## config.mk

```make
export PLATFORM = sky130hd
export DESIGN_NAME = http_header_field_parser_unit_flat
export DESIGN_NICKNAME = d
export VERILOG_FILES = /design/src/hw/rtl/hfp_pkg.sv /design/src/hw/rtl/hfp_in_if.sv /design/src/hw/rtl/hfp_out_if.sv /design/src/hw/rtl/http_header_field_parser_unit.sv /design/src/hw/rtl/hfp_core.sv /design/src/hw/rtl/hfp_obuf.sv /design/src/flat_wrapper.sv
export SDC_FILE = /design/constraint.sdc
export NUM_CORES = 1
export LEC_CHECK = 0
export ABC_AREA = 1
export BUFFER_PORTS_ARGS = -buffer_cell sky130_fd_sc_hd__buf_2
export CAP_MARGIN = 10
export CORE_ASPECT_RATIO = 1.4
export CORE_UTILIZATION = 35
export CTS_BUF_LIST = sky130_fd_sc_hd__clkbuf_16
export CTS_CLUSTER_SIZE = 30
export DETAILED_ROUTE_END_ITERATION = 6
export SKIP_CTS_REPAIR_TIMING = 1
export SYNTH_ARGS = -nofsm -noshare
export SYNTH_HDL_FRONTEND = slang
export SYNTH_SLANG_ARGS = --single-unit
export TNS_END_PERCENT = 20
```

## constraint.sdc

```tcl
create_clock -name clk -period 6.5 [get_ports clk]
set_clock_uncertainty 0.2 [all_clocks]
set_input_delay 1.625 -clock clk [delete_from_list [all_inputs] [get_ports clk]]
set_output_delay 1.625 -clock clk [all_outputs]
set_load 0.01 [all_outputs]
```

## src/hw/rtl/hfp_pkg.sv

```systemverilog
`timescale 1ns / 1ps
// ----------------------------------------------------------------------------
// HTTP header field parser package
// Shared constants, types and name tables of the header field parser.
// ----------------------------------------------------------------------------
package hfp_pkg;

	localparam int BYTE_W       = 8;
	localparam int POS_W        = 16;
	localparam int LEN_W        = 32;
	localparam int PHASE_W      = 3;
	localparam int KEY_CNT_W    = 4;
	localparam int POS_BITS_DEF = 16;
	localparam int LEN_BITS_DEF = 32;

	localparam int HOST_LEN = 4;
	localparam int CLEN_LEN = 14;

	localparam logic [BYTE_W-1:0] CH_COLON = 8'h3A;
	localparam logic [BYTE_W-1:0] CH_SPACE = 8'h20;
	localparam logic [BYTE_W-1:0] CH_CR    = 8'h0D;
	localparam logic [BYTE_W-1:0] CH_LF    = 8'h0A;
	localparam logic [BYTE_W-1:0] CH_ZERO  = 8'h30;
	localparam logic [BYTE_W-1:0] CH_NINE  = 8'h39;

	localparam logic [PHASE_W-1:0] PHC_KEY   = 3'd0;
	localparam logic [PHASE_W-1:0] PHC_COLON = 3'd1;
	localparam logic [PHASE_W-1:0] PHC_VALUE = 3'd2;
	localparam logic [PHASE_W-1:0] PHC_VEND  = 3'd3;
	localparam logic [PHASE_W-1:0] PHC_END   = 3'd4;

	typedef enum logic [4:0] {
		PH_KEY   = 5'b00001,
		PH_COLON = 5'b00010,
		PH_VALUE = 5'b00100,
		PH_VEND  = 5'b01000,
		PH_END   = 5'b10000
	} phase_t;

	typedef struct packed {
		logic [PHASE_W-1:0] phase;
		logic               host_seen;
		logic [POS_W-1:0]   host_start;
		logic [POS_W-1:0]   host_length;
		logic               length_seen;
		logic [LEN_W-1:0]   body_length;
		logic               length_error;
	} result_t;

	function automatic logic [PHASE_W-1:0] phase_code(input phase_t ph);
		logic [PHASE_W-1:0] code;
		unique case (ph)
			PH_KEY:   code = PHC_KEY;
			PH_COLON: code = PHC_COLON;
			PH_VALUE: code = PHC_VALUE;
			PH_VEND:  code = PHC_VEND;
			PH_END:   code = PHC_END;
			default:  code = PHC_KEY;
		endcase
		return code;
	endfunction

	function automatic logic [BYTE_W-1:0] host_char(input logic [1:0] idx);
		logic [BYTE_W-1:0] c;
		unique case (idx)
			2'd0:    c = "H";
			2'd1:    c = "o";
			2'd2:    c = "s";
			2'd3:    c = "t";
			default: c = 8'h00;
		endcase
		return c;
	endfunction

	function automatic logic [BYTE_W-1:0] clen_char(input logic [KEY_CNT_W-1:0] idx);
		logic [BYTE_W-1:0] c;
		unique case (idx)
			4'd0:    c = "C";
			4'd1:    c = "o";
			4'd2:    c = "n";
			4'd3:    c = "t";
			4'd4:    c = "e";
			4'd5:    c = "n";
			4'd6:    c = "t";
			4'd7:    c = "-";
			4'd8:    c = "L";
			4'd9:    c = "e";
			4'd10:   c = "n";
			4'd11:   c = "g";
			4'd12:   c = "t";
			4'd13:   c = "h";
			default: c = 8'h00;
		endcase
		return c;
	endfunction

endpackage

```

## src/hw/rtl/hfp_in_if.sv

```systemverilog
`timescale 1ns / 1ps
// ----------------------------------------------------------------------------
// Header byte channel
// Carries one header byte and its absolute position per item.
// ----------------------------------------------------------------------------
interface hfp_in_if;
	logic                          valid;
	logic                          ready;
	logic [hfp_pkg::BYTE_W-1:0]    byte_req;
	logic [hfp_pkg::POS_W-1:0]     position;

	modport source (output valid, output byte_req, output position, input ready);
	modport sink (input valid, input byte_req, input position, output ready);
endinterface

```

## src/hw/rtl/hfp_out_if.sv

```systemverilog
`timescale 1ns / 1ps
// ----------------------------------------------------------------------------
// Parser result channel
// Carries the parser state after each header byte, one item per byte.
// ----------------------------------------------------------------------------
interface hfp_out_if;
	logic                          valid;
	logic                          ready;
	logic [hfp_pkg::PHASE_W-1:0]   phase;
	logic                          host_seen;
	logic [hfp_pkg::POS_W-1:0]     host_start;
	logic [hfp_pkg::POS_W-1:0]     host_length;
	logic                          length_seen;
	logic [hfp_pkg::LEN_W-1:0]     body_length;
	logic                          length_error;

	modport source (output valid, output phase, output host_seen, output host_start,
		output host_length, output length_seen, output body_length,
		output length_error, input ready);
	modport sink (input valid, input phase, input host_seen, input host_start,
		input host_length, input length_seen, input body_length,
		input length_error, output ready);
endinterface

```

## src/hw/rtl/http_header_field_parser_unit.sv

```systemverilog
`timescale 1ns / 1ps
// ----------------------------------------------------------------------------
// HTTP header field parser unit
// Tracks header fields byte by byte and reports Host and Content-Length.
// A byte item passes through the input register and the result buffer before its result item leaves.
// Throughput: one byte item per cycle while the result buffer is not full; each accepted byte updates the parser state.
// Two result slots and the input register absorb a stalled result channel.
// Reset clears the parser state and all valid flags, asynchronously.
// ----------------------------------------------------------------------------
module http_header_field_parser_unit #(
	parameter int POS_BITS = hfp_pkg::POS_BITS_DEF,
	parameter int LEN_BITS = hfp_pkg::LEN_BITS_DEF
) (
	input  logic       clk,
	input  logic       arst_n,
	hfp_in_if.sink     hdr,
	hfp_out_if.source  res
);

	logic                       byte_valid_s1;
	logic [hfp_pkg::BYTE_W-1:0] byte_s1;
	logic [hfp_pkg::POS_W-1:0]  pos_s1;
	logic                       buf_full;
	logic                       advance;
	hfp_pkg::result_t           step_result;
	hfp_pkg::result_t           out_result;

	assign advance   = byte_valid_s1 && !buf_full;
	assign hdr.ready = !byte_valid_s1 || !buf_full;

	always_ff @(posedge clk or negedge arst_n) begin
		if (!arst_n) begin
			byte_valid_s1 <= 1'b0;
		end else if (hdr.ready) begin
			byte_valid_s1 <= hdr.valid;
		end
	end

	always_ff @(posedge clk) begin
		if (hdr.ready && hdr.valid) begin
			byte_s1 <= hdr.byte_req;
			pos_s1  <= hdr.position;
		end
	end

	hfp_core #(
		.POS_BITS (POS_BITS),
		.LEN_BITS (LEN_BITS)
	) u_core (
		.clk      (clk),
		.arst_n   (arst_n),
		.step     (advance),
		.ch       (byte_s1),
		.position (pos_s1),
		.result   (step_result)
	);

	hfp_obuf u_obuf (
		.clk    (clk),
		.arst_n (arst_n),
		.push   (advance),
		.wdata  (step_result),
		.pop    (res.valid && res.ready),
		.full   (buf_full),
		.valid  (res.valid),
		.rdata  (out_result)
	);

	assign res.phase        = out_result.phase;
	assign res.host_seen    = out_result.host_seen;
	assign res.host_start   = out_result.host_start;
	assign res.host_length  = out_result.host_length;
	assign res.length_seen  = out_result.length_seen;
	assign res.body_length  = out_result.body_length;
	assign res.length_error = out_result.length_error;

endmodule

```

## src/hw/rtl/hfp_core.sv

```systemverilog
`timescale 1ns / 1ps
// ----------------------------------------------------------------------------
// Header field parser core
// Holds the parser state and updates it by one header byte when stepped.
// ----------------------------------------------------------------------------
module hfp_core #(
	parameter int POS_BITS = hfp_pkg::POS_BITS_DEF,
	parameter int LEN_BITS = hfp_pkg::LEN_BITS_DEF
) (
	input  logic                       clk,
	input  logic                       arst_n,
	input  logic                       step,
	input  logic [hfp_pkg::BYTE_W-1:0] ch,
	input  logic [hfp_pkg::POS_W-1:0]  position,
	output hfp_pkg::result_t           result
);

	localparam int ACC_W = LEN_BITS + 4;
	localparam int KW    = hfp_pkg::KEY_CNT_W;

	hfp_pkg::phase_t       phase_q, phase_d;
	logic [KW-1:0]         key_count_q, key_count_d;
	logic                  host_alive_q, host_alive_d;
	logic                  clen_alive_q, clen_alive_d;
	logic [POS_BITS-1:0]   value_offset_q, value_offset_d;
	logic [POS_BITS-1:0]   value_size_q, value_size_d;
	logic [LEN_BITS-1:0]   digit_acc_q, digit_acc_d;
	logic                  dig_run_q, dig_run_d;
	logic                  dig_any_q, dig_any_d;
	logic                  dig_ovf_q, dig_ovf_d;
	logic [2:0][7:0]       recent_q, recent_d;
	logic                  host_seen_q, host_seen_d;
	logic [POS_BITS-1:0]   host_start_q, host_start_d;
	logic [POS_BITS-1:0]   host_len_q, host_len_d;
	logic                  len_seen_q, len_seen_d;
	logic                  len_error_q, len_error_d;
	logic [LEN_BITS-1:0]   content_q, content_d;

	logic [POS_BITS-1:0]   pos;
	logic [KW-1:0]         kc_in, kc_k;
	logic                  ha_in, ca_in, ha_k, ca_k;
	logic [LEN_BITS-1:0]   acc_in, acc_v;
	logic                  run_in, any_in, ovf_in;
	logic                  run_v, any_v, ovf_v;
	logic                  is_digit;
	logic [3:0]            digit;
	logic [ACC_W-1:0]      prod;
	logic                  crlf;

	assign pos      = POS_BITS'(position);
	assign crlf     = (ch == hfp_pkg::CH_LF) && (recent_q[0] == hfp_pkg::CH_CR);
	assign is_digit = (ch >= hfp_pkg::CH_ZERO) && (ch <= hfp_pkg::CH_NINE);
	assign digit    = 4'(ch - hfp_pkg::CH_ZERO);

	// A new key starts from a clean match after a finished field.
	always_comb begin
		if (phase_q == hfp_pkg::PH_VEND) begin
			kc_in = '0;
			ha_in = 1'b1;
			ca_in = 1'b1;
		end else begin
			kc_in = key_count_q;
			ha_in = host_alive_q;
			ca_in = clen_alive_q;
		end
		ha_k = ha_in && (kc_in < KW'(hfp_pkg::HOST_LEN))
			&& (ch == hfp_pkg::host_char(kc_in[1:0]));
		ca_k = ca_in && (kc_in < KW'(hfp_pkg::CLEN_LEN))
			&& (ch == hfp_pkg::clen_char(kc_in));
		kc_k = (kc_in == '1) ? kc_in : kc_in + 1'b1;
	end

	// The first value byte starts a fresh digit run.
	always_comb begin
		if (phase_q == hfp_pkg::PH_COLON) begin
			acc_in = '0;
			run_in = 1'b1;
			any_in = 1'b0;
			ovf_in = 1'b0;
		end else begin
			acc_in = digit_acc_q;
			run_in = dig_run_q;
			any_in = dig_any_q;
			ovf_in = dig_ovf_q;
		end
		prod  = (ACC_W'(acc_in) << 3) + (ACC_W'(acc_in) << 1) + ACC_W'(digit);
		acc_v = acc_in;
		run_v = run_in;
		any_v = any_in;
		ovf_v = ovf_in;
		if (run_in && is_digit) begin
			any_v = 1'b1;
			if (|prod[ACC_W-1:LEN_BITS]) begin
				ovf_v = 1'b1;
			end else begin
				acc_v = prod[LEN_BITS-1:0];
			end
		end else begin
			run_v = 1'b0;
		end
	end

	always_comb begin
		phase_d        = phase_q;
		key_count_d    = key_count_q;
		host_alive_d   = host_alive_q;
		clen_alive_d   = clen_alive_q;
		value_offset_d = value_offset_q;
		value_size_d   = value_size_q;
		digit_acc_d    = digit_acc_q;
		dig_run_d      = dig_run_q;
		dig_any_d      = dig_any_q;
		dig_ovf_d      = dig_ovf_q;
		recent_d       = recent_q;
		host_seen_d    = host_seen_q;
		host_start_d   = host_start_q;
		host_len_d     = host_len_q;
		len_seen_d     = len_seen_q;
		len_error_d    = len_error_q;
		content_d      = content_q;
		if (phase_q != hfp_pkg::PH_END) begin
			unique case (phase_q)
				hfp_pkg::PH_KEY: begin
					if (ch == hfp_pkg::CH_COLON) begin
						host_alive_d = host_alive_q
							&& (key_count_q == KW'(hfp_pkg::HOST_LEN));
						clen_alive_d = clen_alive_q
							&& (key_count_q == KW'(hfp_pkg::CLEN_LEN));
						phase_d = hfp_pkg::PH_COLON;
					end else begin
						host_alive_d = ha_k;
						clen_alive_d = ca_k;
						key_count_d  = kc_k;
					end
				end
				hfp_pkg::PH_COLON: begin
					if (ch != hfp_pkg::CH_SPACE) begin
						phase_d        = hfp_pkg::PH_VALUE;
						value_offset_d = pos;
						digit_acc_d    = acc_v;
						dig_run_d      = run_v;
						dig_any_d      = any_v;
						dig_ovf_d      = ovf_v;
					end
				end
				hfp_pkg::PH_VALUE: begin
					if (crlf) begin
						value_size_d = pos - value_offset_q - 1'b1;
						phase_d      = hfp_pkg::PH_VEND;
					end else begin
						digit_acc_d = acc_v;
						dig_run_d   = run_v;
						dig_any_d   = any_v;
						dig_ovf_d   = ovf_v;
					end
				end
				hfp_pkg::PH_VEND: begin
					if (host_alive_q) begin
						host_seen_d  = 1'b1;
						host_start_d = value_offset_q;
						host_len_d   = value_size_q;
					end else if (clen_alive_q) begin
						if (dig_any_q && !dig_ovf_q) begin
							len_seen_d = 1'b1;
							content_d  = digit_acc_q;
						end else begin
							len_error_d = 1'b1;
						end
					end
					phase_d      = hfp_pkg::PH_KEY;
					host_alive_d = ha_k;
					clen_alive_d = ca_k;
					key_count_d  = kc_k;
				end
				default: begin
					phase_d = phase_q;
				end
			endcase
			if (crlf && (recent_q[1] == hfp_pkg::CH_LF) && (recent_q[2] == hfp_pkg::CH_CR)) begin
				phase_d = hfp_pkg::PH_END;
			end
			recent_d = {recent_q[1], recent_q[0], ch};
		end
	end

	always_ff @(posedge clk or negedge arst_n) begin
		if (!arst_n) begin
			phase_q        <= hfp_pkg::PH_KEY;
			key_count_q    <= '0;
			host_alive_q   <= 1'b1;
			clen_alive_q   <= 1'b1;
			value_offset_q <= '0;
			value_size_q   <= '0;
			digit_acc_q    <= '0;
			dig_run_q      <= 1'b0;
			dig_any_q      <= 1'b0;
			dig_ovf_q      <= 1'b0;
			recent_q       <= '0;
			host_seen_q    <= 1'b0;
			host_start_q   <= '0;
			host_len_q     <= '0;
			len_seen_q     <= 1'b0;
			len_error_q    <= 1'b0;
			content_q      <= '0;
		end else if (step) begin
			phase_q        <= phase_d;
			key_count_q    <= key_count_d;
			host_alive_q   <= host_alive_d;
			clen_alive_q   <= clen_alive_d;
			value_offset_q <= value_offset_d;
			value_size_q   <= value_size_d;
			digit_acc_q    <= digit_acc_d;
			dig_run_q      <= dig_run_d;
			dig_any_q      <= dig_any_d;
			dig_ovf_q      <= dig_ovf_d;
			recent_q       <= recent_d;
			host_seen_q    <= host_seen_d;
			host_start_q   <= host_start_d;
			host_len_q     <= host_len_d;
			len_seen_q     <= len_seen_d;
			len_error_q    <= len_error_d;
			content_q      <= content_d;
		end
	end

	always_comb begin
		result.phase        = hfp_pkg::phase_code(phase_d);
		result.host_seen    = host_seen_d;
		result.host_start   = hfp_pkg::POS_W'(host_start_d);
		result.host_length  = hfp_pkg::POS_W'(host_len_d);
		result.length_seen  = len_seen_d;
		result.body_length  = hfp_pkg::LEN_W'(content_d);
		result.length_error = len_error_d;
	end

	a_end_holds: assert property (@(posedge clk) disable iff (!arst_n)
		phase_q == hfp_pkg::PH_END |=> phase_q == hfp_pkg::PH_END)
		else $error("Parser left the finished phase.");

	a_host_sticky: assert property (@(posedge clk) disable iff (!arst_n)
		host_seen_q |=> host_seen_q)
		else $error("Host seen flag was cleared.");

	a_error_sticky: assert property (@(posedge clk) disable iff (!arst_n)
		len_error_q |=> len_error_q)
		else $error("Content length error flag was cleared.");

endmodule

```

## src/hw/rtl/hfp_obuf.sv

```systemverilog
`timescale 1ns / 1ps
// ----------------------------------------------------------------------------
// Result buffer
// Two-entry queue that holds results while the result channel stalls.
// ----------------------------------------------------------------------------
module hfp_obuf (
	input  logic             clk,
	input  logic             arst_n,
	input  logic             push,
	input  hfp_pkg::result_t wdata,
	input  logic             pop,
	output logic             full,
	output logic             valid,
	output hfp_pkg::result_t rdata
);

	hfp_pkg::result_t entry_q [2];
	logic             wr_ptr_q;
	logic             rd_ptr_q;
	logic [1:0]       count_q;

	assign full  = (count_q == 2'd2);
	assign valid = (count_q != 2'd0);
	assign rdata = entry_q[rd_ptr_q];

	always_ff @(posedge clk) begin
		if (push) begin
			entry_q[wr_ptr_q] <= wdata;
		end
	end

	always_ff @(posedge clk or negedge arst_n) begin
		if (!arst_n) begin
			wr_ptr_q <= 1'b0;
			rd_ptr_q <= 1'b0;
			count_q  <= 2'd0;
		end else begin
			if (push) begin
				wr_ptr_q <= ~wr_ptr_q;
			end
			if (pop) begin
				rd_ptr_q <= ~rd_ptr_q;
			end
			if (push && !pop) begin
				count_q <= count_q + 2'd1;
			end else if (pop && !push) begin
				count_q <= count_q - 2'd1;
			end
		end
	end

	a_count_bound: assert property (@(posedge clk) disable iff (!arst_n)
		count_q != 2'd3)
		else $error("Result buffer count out of range.");

	a_no_overrun: assert property (@(posedge clk) disable iff (!arst_n)
		push |-> (!full || pop))
		else $error("Result written into a full buffer.");

	a_pop_drains: assert property (@(posedge clk) disable iff (!arst_n)
		(pop && !push) |=> count_q == $past(count_q) - 2'd1)
		else $error("Result buffer count did not drop after a read.");

endmodule

```

## src/flat_wrapper.sv

```systemverilog
// flat-port wrapper written by rule: the top's interface ports become plain ports
module http_header_field_parser_unit_flat 
#(
	parameter int POS_BITS = hfp_pkg::POS_BITS_DEF,
	parameter int LEN_BITS = hfp_pkg::LEN_BITS_DEF
)
  (clk, arst_n, hdr_valid, hdr_byte_req, hdr_position, hdr_ready, res_valid, res_phase, res_host_seen, res_host_start, res_host_length, res_length_seen, res_body_length, res_length_error, res_ready);
  hfp_in_if hdr_i ();
  hfp_out_if res_i ();
  input  logic clk;
  input  logic arst_n;
  input wire logic [$bits(hdr_i.valid)-1:0] hdr_valid;
  input wire logic [$bits(hdr_i.byte_req)-1:0] hdr_byte_req;
  input wire logic [$bits(hdr_i.position)-1:0] hdr_position;
  output wire logic [$bits(hdr_i.ready)-1:0] hdr_ready;
  output wire logic [$bits(res_i.valid)-1:0] res_valid;
  output wire logic [$bits(res_i.phase)-1:0] res_phase;
  output wire logic [$bits(res_i.host_seen)-1:0] res_host_seen;
  output wire logic [$bits(res_i.host_start)-1:0] res_host_start;
  output wire logic [$bits(res_i.host_length)-1:0] res_host_length;
  output wire logic [$bits(res_i.length_seen)-1:0] res_length_seen;
  output wire logic [$bits(res_i.body_length)-1:0] res_body_length;
  output wire logic [$bits(res_i.length_error)-1:0] res_length_error;
  input wire logic [$bits(res_i.ready)-1:0] res_ready;
  assign hdr_i.valid = hdr_valid;
  assign hdr_i.byte_req = hdr_byte_req;
  assign hdr_i.position = hdr_position;
  assign hdr_ready = hdr_i.ready;
  assign res_valid = res_i.valid;
  assign res_phase = res_i.phase;
  assign res_host_seen = res_i.host_seen;
  assign res_host_start = res_i.host_start;
  assign res_host_length = res_i.host_length;
  assign res_length_seen = res_i.length_seen;
  assign res_body_length = res_i.body_length;
  assign res_length_error = res_i.length_error;
  assign res_i.ready = res_ready;
  http_header_field_parser_unit #(.POS_BITS(POS_BITS), .LEN_BITS(LEN_BITS)) u_core (.clk(clk), .arst_n(arst_n), .hdr(hdr_i), .res(res_i));
endmodule
```

==> tab_implementation.tex, run 1 <==
\begin{tabular}{lr}
\hline
Metric & Value \\
\hline
\multicolumn{2}{l}{\textbf{Status}} \\
\quad Result of the run & finished, final reports clean \\
\multicolumn{2}{l}{\textbf{CTS}} \\
\quad Number of clock sinks & 338 \\
\quad Clock latency on the worst-skew pair & 0.53 ns \\
\quad Root buffer cell & sky130\_fd\_sc\_hd\_\_clkbuf\_16 \\
\quad TritonCTS clock tree & yes \\
\quad H-Tree Depth & 2 \\
\quad Total CTS buffers & 34 \\
\quad Maximum count of clock buffers along a single path & 3 \\
\quad Clock transition time at the flip-flop clock pins of the worst setup and hold paths & roughly 0.07 ns \\
\multicolumn{2}{l}{\textbf{Synth}} \\
\quad Proportion of synthesized flip-flops having asynchronous set or reset & 0.5148 \\
\quad Combined area of all synthesized cells & 0.01814 mm2 \\
\quad Register bit total from synthesis & 338 \\
\quad Number of enable flip-flop cells after synthesis & 164 \\
\quad Synth Flop Type & sky130\_fd\_sc\_hd\_\_dfrtp\_1 \\
\quad Post-Synthesis Net Count & 2322 \\
\quad Yosys warns & 0 \\
\quad Cells after Synth & between 2k and 2.5k \\
\quad Average cell area after synthesis & 8.214 um2 \\
\quad Distinct cell type count after synthesis & between 50 and 60 \\
\quad Share of synthesized area occupied by flip-flops and latches & 0.5118 \\
\multicolumn{2}{l}{\textbf{STA}} \\
\quad Count of final hold-check violations & 0 \\
\quad Fin Hold WS & approximately 0.26 ns \\
\quad Unrepaired setup endpoints after global routing & no \\
\quad Pins Over Slew Limit & 0 \\
\quad Tightest slew margin relative to the limit & 0.2232 \\
\quad Number of endpoints failing setup at the final stage & 0 \\
\quad Final min period & 5.330 ns \\
\quad Setup slack after layout & 1.170 ns \\
\quad Ratio of final minimum period to clock period & 0.8200 \\
\quad Slew of the pin with the lowest slew margin & about 1.2 ns \\
\quad Setup TNS & 0 ns \\
\quad Maximum operating frequency & 187.6 MHz \\
\multicolumn{2}{l}{\textbf{Placement}} \\
\quad Cell area after placement & just under 0.02 mm2 \\
\quad Worst setup timing slack at the placement stage & approximately 1.3 ns \\
\quad Post-placement cell count & 2899 \\
\quad Total of buffers placed on input and output ports & a little under 100 \\
\quad Detailed placement HPWL & 33350 um \\
\quad Weighted congestion reported at the end of routability-driven placement & 0.9198 \\
\multicolumn{2}{l}{\textbf{Route}} \\
\quad Number of routed nets with antenna violations & 0 \\
\quad DR pass1 iterations & 5 \\
\quad First DRT Iteration DRCs & 846 \\
\quad Total number of vias & between 10k and 15k \\
\quad Routed vias/inst & 4.842 \\
\quad Mean routed wirelength per cell & 15.87 um \\
\quad DRC violations left & 0 \\
\quad Detailed Route WL & approximately 47000 um \\
\multicolumn{2}{l}{\textbf{Critical path}} \\
\quad Critical path's top delay family & simple AND/OR/NAND/NOR gates \\
\quad Critical path required time & 6.70 ns \\
\quad Critical Path Slowest Stage Cell & sky130\_fd\_sc\_hd\_\_nor2\_4 \\
\quad Critical path's most frequent cell & sky130\_fd\_sc\_hd\_\_nand2\_1 \\
\quad Kind of end point of the critical path & register \\
\quad Type of the setup path with the least slack & register to register \\
\quad Largest fanout of any net on the critical path & 33 \\
\quad Worst setup SP type & register \\
\quad Longest individual stage delay on the worst path & 0.75 ns \\
\quad Cells traversed along the worst timing path & nor2\_2 -> nand4\_2 -> buf\_4 -> inv\_1 -> buf\_4 -> nor2\_1 -> ha\_1 -> ha\_1 -> fa\_1 -> nand2\_1 -> nand3\_2 -> nand3\_1 -> nand2\_1 -> nand2\_1 -> nand2\_2 -> nand2\_2 -> nand3\_1 -> nand2\_1 -> nand2\_1 -> nor2\_4 -> nand3\_1 -> nand3\_1 -> nand2\_1 \\
\quad Arrival time reported for the critical path endpoint & 5.53 ns \\
\quad Crit path buffers/inverters & 3 \\
\multicolumn{2}{l}{\textbf{Power and ir drop}} \\
\quad Leakage & about 9.9 nW \\
\quad Power consumption & 6.449 mW \\
\quad Worst voltage drop across the vdd grid & roughly 0.22 mV \\
\quad Power density of the placed cells & 315.9 mW/mm2 \\
\multicolumn{2}{l}{\textbf{Global routing}} \\
\quad Total routing usage reported by global routing & 0.1799 \\
\quad Antenna violations before repair & 0 \\
\quad Wire length of the first global-routing pass & 75490 um \\
\quad Total grt overflow & 0 \\
\quad Largest net degree at the start of global routing & between 90 and 100 \\
\quad Vias in the first global route & about 14k \\
\multicolumn{2}{l}{\textbf{Floorplan}} \\
\quad Total die area & between 0.05 and 0.06 mm2 \\
\quad Total core area & 0.05113 mm2 \\
\quad Top-level I/O count & 100 \\
\quad Width of the chip & 194.4 um \\
\quad Initial Utilization & 0.3547 \\
\quad Row count & 98 \\
\quad DIE HEIGHT & about 270 um \\
\multicolumn{2}{l}{\textbf{Cells and area}} \\
\quad Share of cells above drive strength 1 & 0.09818 \\
\quad Net count, final & about 2.4k \\
\quad Ant. Diodes & 0 \\
\quad Area growth from synthesis to layout & 12.56\% \\
\quad Cell area after layout & around 0.020 mm2 \\
\quad Core occupancy in the finished layout & 0.3992 \\
\quad Number of standard cells in the final layout excluding fillers & 2962 \\
\multicolumn{2}{l}{\textbf{Min path}} \\
\quad Hold WC Path Type & register to register \\
\multicolumn{2}{l}{\textbf{Job}} \\
\quad Max-Cap Viols & 0 \\
\hline
\end{tabular}
## sequential cells by signal (all words and copies together) (netlist names), 2 cells and up
| register | count |
|---|---|
| u_core.u_obuf.entry_q | 140 |
| u_core.u_core.content_q | 32 |
| u_core.u_core.digit_acc_q | 32 |
| u_core.u_core.recent_q | 24 |
| u_core.pos_s1 | 16 |
| u_core.u_core.host_len_q | 16 |
| u_core.u_core.host_start_q | 16 |
| u_core.u_core.value_offset_q | 16 |
| u_core.u_core.value_size_q | 16 |
| u_core.byte_s1 | 8 |
| u_core.u_core.phase_q | 5 |
| u_core.u_core.key_count_q | 4 |
| u_core.u_obuf.count_q | 2 |
## cells by family after synthesis
| kind of cell | after synthesis | synth area share |
|---|---|---|
| and+or+nand+nor | 1129 | 0.2535 |
| buffers and inverters | 350 | 0.07679 |
| DFF | 338 | 0.5118 |
| AOI/OAI and AO/OA | 263 | 0.07741 |
| adders and majority gates | 86 | 0.06016 |
| xor gates and xnor gates | 42 | 0.02028 |
## per-layer routing
layer  routed length, um  up-vias  track usage
met4                1384        0      0.06245
met2               24620      256       0.3388
met5                   0        -            0
met1               19650     6793       0.2116
li1                    -     7205            -
met3                1355       88      0.01652
## cells in the final DEF (no fill, tap or decap), drive strengths merged, types with 3 or more instances in the layout
| master | count |
|---|---|
| o31ai | 4 |
| a31oi | 4 |
| ha | 84 |
| nor3 | 17 |
| inv | 286 |
| o21bai | 5 |
| nand3b | 3 |
| or2 | 3 |
| nand4 | 13 |
| a21oi | 53 |
| buf | 114 |
| clkbuf | 36 |
| a22oi | 4 |
| nand3 | 109 |
| nor2 | 122 |
| xnor2 | 24 |
| edfxtp | 164 |
| o21ai | 180 |
| xor2 | 18 |
| nand2 | 855 |
| o22ai | 4 |
| clkinvlp | 3 |
| nor4 | 3 |
| dfrtp | 171 |
| dfstp | 3 |
| clkinv | 13 |
## synthesized netlist by cell type, types with 15 or more instances
cell type	number	share of area
sky130_fd_sc_hd__a21oi_1	49	0.014
sky130_fd_sc_hd__clkbuf_1	45	0.0093
sky130_fd_sc_hd__dfrtp_1	171	0.24
sky130_fd_sc_hd__edfxtp_1	164	0.27
sky130_fd_sc_hd__ha_1	84	0.058
sky130_fd_sc_hd__inv_1	274	0.057
sky130_fd_sc_hd__nand2_1	833	0.17
sky130_fd_sc_hd__nand2_2	22	0.0076
sky130_fd_sc_hd__nand3_1	106	0.029
sky130_fd_sc_hd__nor2_1	112	0.023
sky130_fd_sc_hd__nor3_1	15	0.0041
sky130_fd_sc_hd__o21ai_0	178	0.049
sky130_fd_sc_hd__xnor2_1	24	0.012
sky130_fd_sc_hd__xor2_1	18	0.0087
## path summary, 6_finish.rpt
kind,startpoint,end,slack [ns],depth (start not counted)
setup / recovery,u_core.u_core.phase_q[2],u_core.u_core.digit_acc_q[4],1.17,23
hold / removal,u_core.u_core.len_error_q,u_core.u_core.len_error_q,0.26,2
setup reg to reg,u_core.u_core.phase_q[2],u_core.u_core.digit_acc_q[4],1.17,23
hold reg to reg,u_core.u_core.len_error_q,u_core.u_core.len_error_q,0.26,2
max in group asynchronous,arst_n,u_core.u_core.digit_acc_q[20],4.08,2
min in group asynchronous,arst_n,u_core.u_core.content_q[4],0.97,1
## where the power goes
| group | switching (mW) | total, mW | internal, mW |
|---|---|---|---|
| Combinational | 1.21 | 1.66 | 0.451 |
| Clock | 0.862 | 1.96 | 1.10 |
| Sequential | 0.133 | 2.83 | 2.69 |
| Total | 2.20 | 6.45 | 4.24 |
## tightest hold or removal path, stage by stage (launching register included)
cell	delay (ns)
sky130_fd_sc_hd__dfrtp_1	0.32
sky130_fd_sc_hd__inv_1	0.04
sky130_fd_sc_hd__o21ai_0	0.06
## cell type report
class,count,area (um2)
flip-flops and latches,338,9284
inverters,279,1047
fillers,5149,30720
clock inverters,25,198.9
clock buffers,36,900.9
multi-input cells,1520,7502
repair buffers,114,666.9
well taps,650,813.3
Power figures use the tool's default switching activity.
==> run 2, diff against run 1 <==
==> constraint.sdc (replaced) <==
create_clock -name clk -period 5.1 [get_ports clk]
set_clock_uncertainty 0.2 [all_clocks]
set_input_delay 1.275 -clock clk [delete_from_list [all_inputs] [get_ports clk]]
set_output_delay 1.275 -clock clk [all_outputs]
set_load 0.01 [all_outputs]
==> tab_implementation.tex, run 2 (synthesized netlist as in run 1, its figures left out) <==
\begin{tabular}{lr}
\hline
Metric & Value \\
\hline
\multicolumn{2}{l}{\textbf{Cells and area}} \\
\quad Core occupancy in the finished layout & 0.3981 (-0.001175) \\
\quad Most common cell after layout, fill and taps aside & sky130\_fd\_sc\_hd\_\_nand2\_1 \\
\quad Largest register FFs & 140 (unchanged) \\
\quad Net count, final & 2401 (unchanged) \\
\quad Top reg by flops & u\_core.u\_obuf.entry\_q \\
\quad Ant. Diodes & 0 (unchanged) \\
\quad Largest registers ranked by flip-flop count & u\_core.u\_obuf.entry\_q x140, u\_core.u\_core.content\_q x32, u\_core.u\_core.digit\_acc\_q x32 \\
\quad Number of standard cells in the final layout excluding fillers & 2961 (-0.034\%) \\
\quad Share of cells above drive strength 1 & 0.09606 (-0.002121) \\
\quad Commonest cells after routing, fill and taps aside & sky130\_fd\_sc\_hd\_\_nand2\_1, sky130\_fd\_sc\_hd\_\_inv\_1, sky130\_fd\_sc\_hd\_\_o21ai\_0 \\
\quad Area growth from synthesis to layout & 12.23\% \\
\quad Cell area after layout & 0.02035 mm2 (-0.29\%) \\
\multicolumn{2}{l}{\textbf{STA}} \\
\quad Count of final hold-check violations & 0 (unchanged) \\
\quad Pins Over Slew Limit & 0 (unchanged) \\
\quad Setup slack after layout & 0.3900 ns (-0.7803 ns) \\
\quad Fin Hold WS & 0.2605 ns (+0.002536 ns) \\
\quad Maximum operating frequency & 212.3 MHz (+13\%) \\
\quad Number of endpoints failing setup at the final stage & 0 (unchanged) \\
\quad Final min period & 4.710 ns (-0.6197 ns) \\
\quad Unrepaired setup endpoints after global routing & no \\
\quad Setup TNS & 0 ns (unchanged) \\
\quad Ratio of final minimum period to clock period & 0.9235 (+0.1036) \\
\quad Slew of the pin with the lowest slew margin & 1.171 ns (+0.007105 ns) \\
\quad Tightest slew margin relative to the limit & 0.2184 (-0.004741) \\
\multicolumn{2}{l}{\textbf{Critical path}} \\
\quad Critical Path Stages & 20 (-13\%) \\
\quad Largest fanout of any net on the critical path & 27 (-18\%) \\
\quad Cells traversed along the worst timing path & nor2\_2 -> nand4\_2 -> inv\_1 -> buf\_12 -> nor2\_1 -> ha\_1 -> ha\_1 -> nand2\_1 -> inv\_1 -> a21oi\_1 -> nand2\_1 -> nand2\_1 -> nand2\_1 -> nor2\_1 -> nand2\_1 -> nor2\_4 -> buf\_4 -> nand3\_1 -> nand3\_1 -> nand2\_1 \\
\quad Kind of end point of the critical path & register \\
\quad Critical Path Slowest Stage Cell & sky130\_fd\_sc\_hd\_\_nor2\_4 \\
\quad Critical path's most frequent cell & sky130\_fd\_sc\_hd\_\_nand2\_1 \\
\quad Type of the setup path with the least slack & register to register \\
\quad Critical path required time & 5.36 ns (-1.34 ns) \\
\quad Longest individual stage delay on the worst path & 0.46 ns (-0.29 ns) \\
\quad Critical path's top delay family & simple AND/OR/NAND/NOR gates \\
\quad Worst setup SP type & register \\
\quad Arrival time reported for the critical path endpoint & 4.97 ns (-0.56 ns) \\
\quad Worst reg-to-reg path cell count & 20 (-13\%) \\
\quad Crit path buffers/inverters & 4 (+1) \\
\multicolumn{2}{l}{\textbf{Floorplan}} \\
\quad Row count & 98 (unchanged) \\
\quad Width of the chip & 194.4 um (unchanged) \\
\quad Top-level I/O count & 100 (unchanged) \\
\quad Initial Utilization & 0.3547 (unchanged) \\
\quad Total die area & 0.05274 mm2 (unchanged) \\
\quad DIE HEIGHT & 271.3 um (unchanged) \\
\quad Total core area & 0.05113 mm2 (unchanged) \\
\multicolumn{2}{l}{\textbf{Route}} \\
\quad Total number of vias & 14.23k (-0.81\%) \\
\quad DRC violations left & 0 (unchanged) \\
\quad Routed vias/inst & 4.804 (-0.78\%) \\
\quad Number of routed nets with antenna violations & 0 (unchanged) \\
\quad Detailed Route WL & 46210 um (-1.7\%) \\
\quad First DRT Iteration DRCs & 784 (-7.3\%) \\
\quad DR pass1 iterations & 5 (unchanged) \\
\quad Mean routed wirelength per cell & 15.60 um (-1.7\%) \\
\multicolumn{2}{l}{\textbf{Power and ir drop}} \\
\quad Power consumption & 8.116 mW (+26\%) \\
\quad Power density of the placed cells & 398.8 mW/mm2 (+26\%) \\
\quad Leakage & 9.840 nW (-0.11\%) \\
\quad Worst voltage drop across the vdd grid & 0.2680 mV (+21\%) \\
\multicolumn{2}{l}{\textbf{Global routing}} \\
\quad Antenna violations before repair & 0 (unchanged) \\
\quad Total routing usage reported by global routing & 0.1775 (-0.002320) \\
\quad Total grt overflow & 0 (unchanged) \\
\quad Vias in the first global route & 14.36k (+1.1\%) \\
\quad Wire length of the first global-routing pass & 75220 um (-0.36\%) \\
\quad Largest net degree at the start of global routing & 81 (-18\%) \\
\multicolumn{2}{l}{\textbf{CTS}} \\
\quad Total CTS buffers & 30 (-12\%) \\
\quad Clock transition time at the flip-flop clock pins of the worst setup and hold paths & 0.07 ns (about the same) \\
\quad Root buffer cell & sky130\_fd\_sc\_hd\_\_clkbuf\_16 \\
\quad TritonCTS clock tree & yes \\
\quad H-Tree Depth & 1 (-1) \\
\quad Clock latency on the worst-skew pair & 0.58 ns (+0.05 ns) \\
\quad Number of clock sinks & 338 (unchanged) \\
\quad Maximum count of clock buffers along a single path & 3 (unchanged) \\
\multicolumn{2}{l}{\textbf{Min path}} \\
\quad Hold WC Path Type & register to register \\
\quad Worst Hold Depth & 2 (unchanged) \\
\multicolumn{2}{l}{\textbf{Placement}} \\
\quad Detailed placement HPWL & 33940 um (+1.8\%) \\
\quad Total of buffers placed on input and output ports & 99 (unchanged) \\
\quad Weighted congestion reported at the end of routability-driven placement & 0.9409 (+2.3\%) \\
\quad Worst setup timing slack at the placement stage & 0.3635 ns (-0.8915 ns) \\
\quad Cell area after placement & 0.01933 mm2 (+0.36\%) \\
\quad Post-placement cell count & 2905 (+0.21\%) \\
\multicolumn{2}{l}{\textbf{Status}} \\
\quad Result of the run & finished, final reports clean \\
\multicolumn{2}{l}{\textbf{Job}} \\
\quad Max-Cap Viols & 0 (unchanged) \\
\hline
\end{tabular}
## run 2: cell types whose count changed in the layout (fill, tap and decap cells not counted)
cell	delta
sky130_fd_sc_hd__buf_4	+4
sky130_fd_sc_hd__bufinv_16	+3
sky130_fd_sc_hd__inv_2	+1
sky130_fd_sc_hd__buf_12	+2
sky130_fd_sc_hd__buf_16	-2
sky130_fd_sc_hd__inv_1	+6
sky130_fd_sc_hd__clkinv_4	+1
sky130_fd_sc_hd__clkbuf_16	-5
sky130_fd_sc_hd__inv_6	-6
sky130_fd_sc_hd__clkinv_1	-2
sky130_fd_sc_hd__clkinv_2	-3
## run 2: metal layers
metal | vias up | track usage | share of wire
met5 | - | 0 | 0
met4 | 0 | 0.07686 | 0.037
met3 | 86 | 0.01292 | 0.024
met2 | 238 | 0.3271 | 0.52
met1 | 6701 | 0.2114 | 0.42
li1 | 7201 | - | -
## run 2: area by class of cell
| cell class | instances | area, um2 |
|---|---|---|
| Multi-Input combinational cell | 1520 | 7502 |
| Timing Repair Buffer | 118 | 681.9 |
| Fill cell | 5129 | 30780 |
| Sequential cell | 338 | 9284 |
| Clock buffer | 31 | 775.7 |
| Clock inverter | 25 | 249.0 |
| Inverter | 279 | 1047 |
| Tap cell | 650 | 813.3 |
## run 2: worst reg2reg max path, delay by kind of cell, from the launching register on
| kind | cells | cell delay, ns |
|---|---|---|
| and+or+nand+nor | 13 | 2.05 |
| DFF | 1 | 0.42 |
| buffers and inverters | 4 | 0.92 |
| AOI/OAI and AO/OA | 1 | 0.34 |
| adders and majority gates | 2 | 0.67 |
## run 2: power by group
part	total [mW]	internal [mW]	leakage (nW)	switching, mW
clock	2.38	1.35	0.526	1.02
combinational	2.14	0.602	5.38	1.54
sequential	3.60	3.43	3.93	0.165
## run 2: final timing paths
kind | start | to | slack (ns)
worst max-delay path | u_core.u_core.phase_q[2] | u_core.u_core.digit_acc_q[3] | 0.39
worst min-delay path | u_core.u_core.host_seen_q | u_core.u_core.host_seen_q | 0.26
worst max register to register | u_core.u_core.phase_q[2] | u_core.u_core.digit_acc_q[3] | 0.39
worst min register to register | u_core.u_core.host_seen_q | u_core.u_core.host_seen_q | 0.26
max in group asynchronous | arst_n | u_core.u_core.host_start_q[3] | 3.14
min in group asynchronous | arst_n | u_core.u_core.content_q[0] | 0.52
==> run 3, diff against run 2 <==
--- a/config.mk
+++ b/config.mk
@@ -5,7 +5,7 @@
 export SDC_FILE = /design/constraint.sdc
 export NUM_CORES = 1
 export LEC_CHECK = 0
-export ABC_AREA = 1
+export ABC_AREA = 0
 export BUFFER_PORTS_ARGS = -buffer_cell sky130_fd_sc_hd__buf_2
 export CAP_MARGIN = 10
 export CORE_ASPECT_RATIO = 1.4
==> tab_implementation.tex, run 3 <==
\begin{tabular}{lr}
\hline
Metric & Value \\
\hline
\multicolumn{2}{l}{\textbf{STA}} \\
\quad Maximum operating frequency & 203.8 MHz (-4.0\%) \\
\quad Slew of the pin with the lowest slew margin & 1.139 ns (-0.03222 ns) \\
\quad Tightest slew margin relative to the limit & 0.2381 (+0.01963) \\
\quad Count of final hold-check violations & 0 (unchanged) \\
\quad Final min period & 4.906 ns (+0.1962 ns) \\
\quad Ratio of final minimum period to clock period & 0.9620 (+0.03848) \\
\quad Fin Hold WS & 0.2673 ns (+0.006795 ns) \\
\quad Pins Over Slew Limit & 0 (unchanged) \\
\quad Setup slack after layout & 0.1938 ns (-0.1962 ns) \\
\quad Number of endpoints failing setup at the final stage & 0 (unchanged) \\
\multicolumn{2}{l}{\textbf{Cells and area}} \\
\quad Largest register FFs & 140 (unchanged) \\
\quad Ant. Diodes & 0 (unchanged) \\
\quad Fillcell total & 4580 (-11\%) \\
\quad Top reg by flops & u\_core.u\_obuf.entry\_q \\
\quad Net count, final & 1696 (-29\%) \\
\quad Most common cell after layout, fill and taps aside & sky130\_fd\_sc\_hd\_\_nand2\_1 \\
\quad Storage element area & 0.009288 mm2 (about the same) \\
\quad Commonest cells after routing, fill and taps aside & sky130\_fd\_sc\_hd\_\_nand2\_1, sky130\_fd\_sc\_hd\_\_dfrtp\_1, sky130\_fd\_sc\_hd\_\_edfxtp\_1 \\
\quad Combined area of the multi-input logic cells & 0.007332 mm2 (-2.3\%) \\
\quad Largest registers ranked by flip-flop count & u\_core.u\_obuf.entry\_q x140, u\_core.u\_core.content\_q x32, u\_core.u\_core.digit\_acc\_q x32 \\
\quad Area growth from synthesis to layout & 15.16\% \\
\quad Share of cells above drive strength 1 & 0.2342 (+0.1381) \\
\multicolumn{2}{l}{\textbf{Critical path}} \\
\quad Arrival time reported for the critical path endpoint & 5.17 ns (+0.20 ns) \\
\quad Worst setup SP type & register \\
\quad Critical path required time & 5.36 ns (about the same) \\
\quad Type of the setup path with the least slack & register to register \\
\quad Largest fanout of any net on the critical path & 14 (-48\%) \\
\quad Worst reg-to-reg path cell count & 16 (-20\%) \\
\quad Kind of end point of the critical path & register \\
\multicolumn{2}{l}{\textbf{Synth}} \\
\quad Distinct cell type count after synthesis & 74 (+45\%) \\
\quad Cells after Synth & 1477 (-33\%) \\
\quad Register bit total from synthesis & 338 (unchanged) \\
\quad Synth area leader & sky130\_fd\_sc\_hd\_\_edfxtp\_1 \\
\quad Share of synthesized area occupied by flip-flops and latches & 0.5458 (+0.03400) \\
\quad Synth Flop Type & sky130\_fd\_sc\_hd\_\_dfrtp\_1 \\
\quad Combined area of all synthesized cells & 0.01701 mm2 (-6.2\%) \\
\quad Top cells by area, synth & sky130\_fd\_sc\_hd\_\_edfxtp\_1, sky130\_fd\_sc\_hd\_\_dfrtp\_1, sky130\_fd\_sc\_hd\_\_mux2\_2 \\
\quad Number of enable flip-flop cells after synthesis & 164 (unchanged) \\
\quad Most used standard cells in the synthesized netlist & sky130\_fd\_sc\_hd\_\_nand2\_1, sky130\_fd\_sc\_hd\_\_dfrtp\_1, sky130\_fd\_sc\_hd\_\_edfxtp\_1, sky130\_fd\_sc\_hd\_\_mux2\_2, sky130\_fd\_sc\_hd\_\_ha\_1 \\
\quad Top cell type's share of synthesized area & 0.2896 (+0.01804) \\
\quad Proportion of synthesized flip-flops having asynchronous set or reset & 0.5148 (unchanged) \\
\quad Average cell area after synthesis & 11.51 um2 (+40\%) \\
\quad Most repeated cell in the gate-level netlist after synthesis & sky130\_fd\_sc\_hd\_\_nand2\_1 \\
\quad Yosys warns & 0 (unchanged) \\
\quad Post-Synthesis Net Count & 1591 (-31\%) \\
\multicolumn{2}{l}{\textbf{CTS}} \\
\quad TritonCTS clock tree & yes \\
\quad H-Tree Depth & 2 (+1) \\
\quad Maximum count of clock buffers along a single path & 3 (unchanged) \\
\quad Clock latency on the worst-skew pair & 0.54 ns (-0.04 ns) \\
\quad Total CTS buffers & 36 (+20\%) \\
\quad Clock transition time at the flip-flop clock pins of the worst setup and hold paths & 0.06 ns (about the same) \\
\quad Number of clock sinks & 338 (unchanged) \\
\quad Root buffer cell & sky130\_fd\_sc\_hd\_\_clkbuf\_16 \\
\multicolumn{2}{l}{\textbf{Route}} \\
\quad Routed vias/inst & 4.970 (+3.4\%) \\
\quad DRC violations left & 0 (unchanged) \\
\quad DR pass1 iterations & 5 (unchanged) \\
\quad Mean routed wirelength per cell & 16.42 um (+5.2\%) \\
\quad Detailed Route WL & 36770 um (-20\%) \\
\quad Number of routed nets with antenna violations & 0 (unchanged) \\
\quad First DRT Iteration DRCs & 490 (-38\%) \\
\quad Total number of vias & 11.13k (-22\%) \\
\multicolumn{2}{l}{\textbf{Global routing}} \\
\quad Total grt overflow & 0 (unchanged) \\
\quad Vias in the first global route & 11.68k (-19\%) \\
\quad Wire length of the first global-routing pass & 60750 um (-19\%) \\
\quad Antenna violations before repair & 0 (unchanged) \\
\quad Largest net degree at the start of global routing & 96 (+19\%) \\
\quad Total routing usage reported by global routing & 0.1517 (-0.02587) \\
\multicolumn{2}{l}{\textbf{Placement}} \\
\quad Weighted congestion reported at the end of routability-driven placement & 0.8599 (-8.6\%) \\
\quad Detailed placement HPWL & 24890 um (-27\%) \\
\quad Total of buffers placed on input and output ports & 99 (unchanged) \\
\quad Worst setup timing slack at the placement stage & 0.05108 ns (-0.3124 ns) \\
\multicolumn{2}{l}{\textbf{Power and ir drop}} \\
\quad Leakage & 8.659 nW (-12\%) \\
\quad Part of the power in combinational logic & 0.222 (-0.042) \\
\quad Sequential group share of total power & 0.450 (+0.007) \\
\quad Cell-internal power & 5.812 mW (+7.9\%) \\
\quad Net Switching & 2.409 mW (-12\%) \\
\quad Power consumption & 8.222 mW (+1.3\%) \\
\quad Switching portion of total power & 0.2930 (-0.04343) \\
\quad Power density of the placed cells & 419.8 mW/mm2 (+5.3\%) \\
\quad Worst voltage drop across the vdd grid & 0.3046 mV (+14\%) \\
\quad Part of the total power dissipated in the clock network & 0.328 (+0.035) \\
\multicolumn{2}{l}{\textbf{Status}} \\
\quad Result of the run & finished, final reports clean \\
\multicolumn{2}{l}{\textbf{Min path}} \\
\quad Worst Hold Depth & 1 (-1) \\
\quad Hold WC Path Type & register to register \\
\multicolumn{2}{l}{\textbf{Floorplan}} \\
\quad Total core area & 0.04802 mm2 (-6.1\%) \\
\quad DIE HEIGHT & 262.8 um (-3.1\%) \\
\quad Top-level I/O count & 100 (unchanged) \\
\quad Row count & 95 (-3.1\%) \\
\quad Total die area & 0.04949 mm2 (-6.2\%) \\
\quad Width of the chip & 188.3 um (-3.1\%) \\
\quad Initial Utilization & 0.3541 (-0.0005531) \\
\multicolumn{2}{l}{\textbf{Job}} \\
\quad Max-Cap Viols & 0 (unchanged) \\
\hline
\end{tabular}
## run 3: per-layer routing
| metal | wire [um] | track usage | share of wire | up-vias |
|---|---|---|---|---|
| met4 | 973 | 0.04882 | 0.026 | 0 |
| met2 | 18850 | 0.2774 | 0.51 | 182 |
| met1 | 15850 | 0.1806 | 0.43 | 5410 |
| met3 | 1104 | 0.02230 | 0.030 | 72 |
| li1 | - | - | - | 5469 |
| met5 | 0 | 0 | 0 | - |
## run 3: per-stage QoR
stage,std cells,area [um2],TNS [ns],util
global route,2240,19590,-0.3679,0.4078
global placement,2173,18320,0,0.3814
floorplan,1477,17010,0,-
finish,2240,19590,0,0.4078
detailed placement,2173,18320,0,0.3814
CTS,2239,19530,0,0.4067
## run 3: power by group through the flow
stage | clock network, mW | registers [mW] | logic, mW
after floorplan | 0 | 3.62 | 1.27
after global placement | 0 | 3.75 | 1.87
after detailed placement | 0 | 3.78 | 1.89
after CTS | 2.78 | 3.72 | 1.90
after global routing | 2.87 | 3.77 | 2.01
final | 2.69 | 3.70 | 1.82
## run 3: cell type report
cell class,count,area share
clock inverters,27,0.01227
clock buffers,39,0.04983
repair buffers,135,0.04236
well taps,630,0.04025
flip-flops and latches,338,0.4742
multi-input cells,1036,0.3744
inverters,35,0.006708
## run 3: final timing paths
| path | from | slack (ns) | to |
|---|---|---|---|
| setup / recovery | u_core.u_core.phase_q[4] | 0.19 | u_core.u_core.digit_acc_q[18] |
| hold / removal | u_core.u_core.len_error_q | 0.27 | u_core.u_core.len_error_q |
| setup reg to reg | u_core.u_core.phase_q[4] | 0.19 | u_core.u_core.digit_acc_q[18] |
| hold reg to reg | u_core.u_core.len_error_q | 0.27 | u_core.u_core.len_error_q |
| max in group asynchronous | arst_n | 3.21 | u_core.u_core.value_offset_q[12] |
| min in group asynchronous | arst_n | 0.62 | u_core.u_core.host_start_q[1] |
## run 3: cell families after synthesis
group / share of synthesized area
flops: 0.5458
compound gates: 0.07770
simple gates: 0.1277
xor+xnor: 0.03039
buf+inv: 0.02649
fa+ha+maj: 0.06416
mux: 0.1278
## run 3: critical path: stages (launching register included)
cell and delay [ns]:
sky130_fd_sc_hd__dfrtp_2 0.44, sky130_fd_sc_hd__or3_1 0.37, sky130_fd_sc_hd__or3b_4 0.44, sky130_fd_sc_hd__and2_1 0.20, sky130_fd_sc_hd__ha_1 0.30, sky130_fd_sc_hd__ha_1 0.23, sky130_fd_sc_hd__fa_1 0.42, sky130_fd_sc_hd__a21o_1 0.23
sky130_fd_sc_hd__a221oi_2 0.32, sky130_fd_sc_hd__a211o_1 0.21, sky130_fd_sc_hd__a21oi_2 0.08, sky130_fd_sc_hd__a31oi_1 0.28, sky130_fd_sc_hd__o31ai_1 0.13, sky130_fd_sc_hd__xnor2_1 0.21, sky130_fd_sc_hd__and4b_2 0.37, sky130_fd_sc_hd__buf_12 0.19
sky130_fd_sc_hd__mux2i_1 0.20
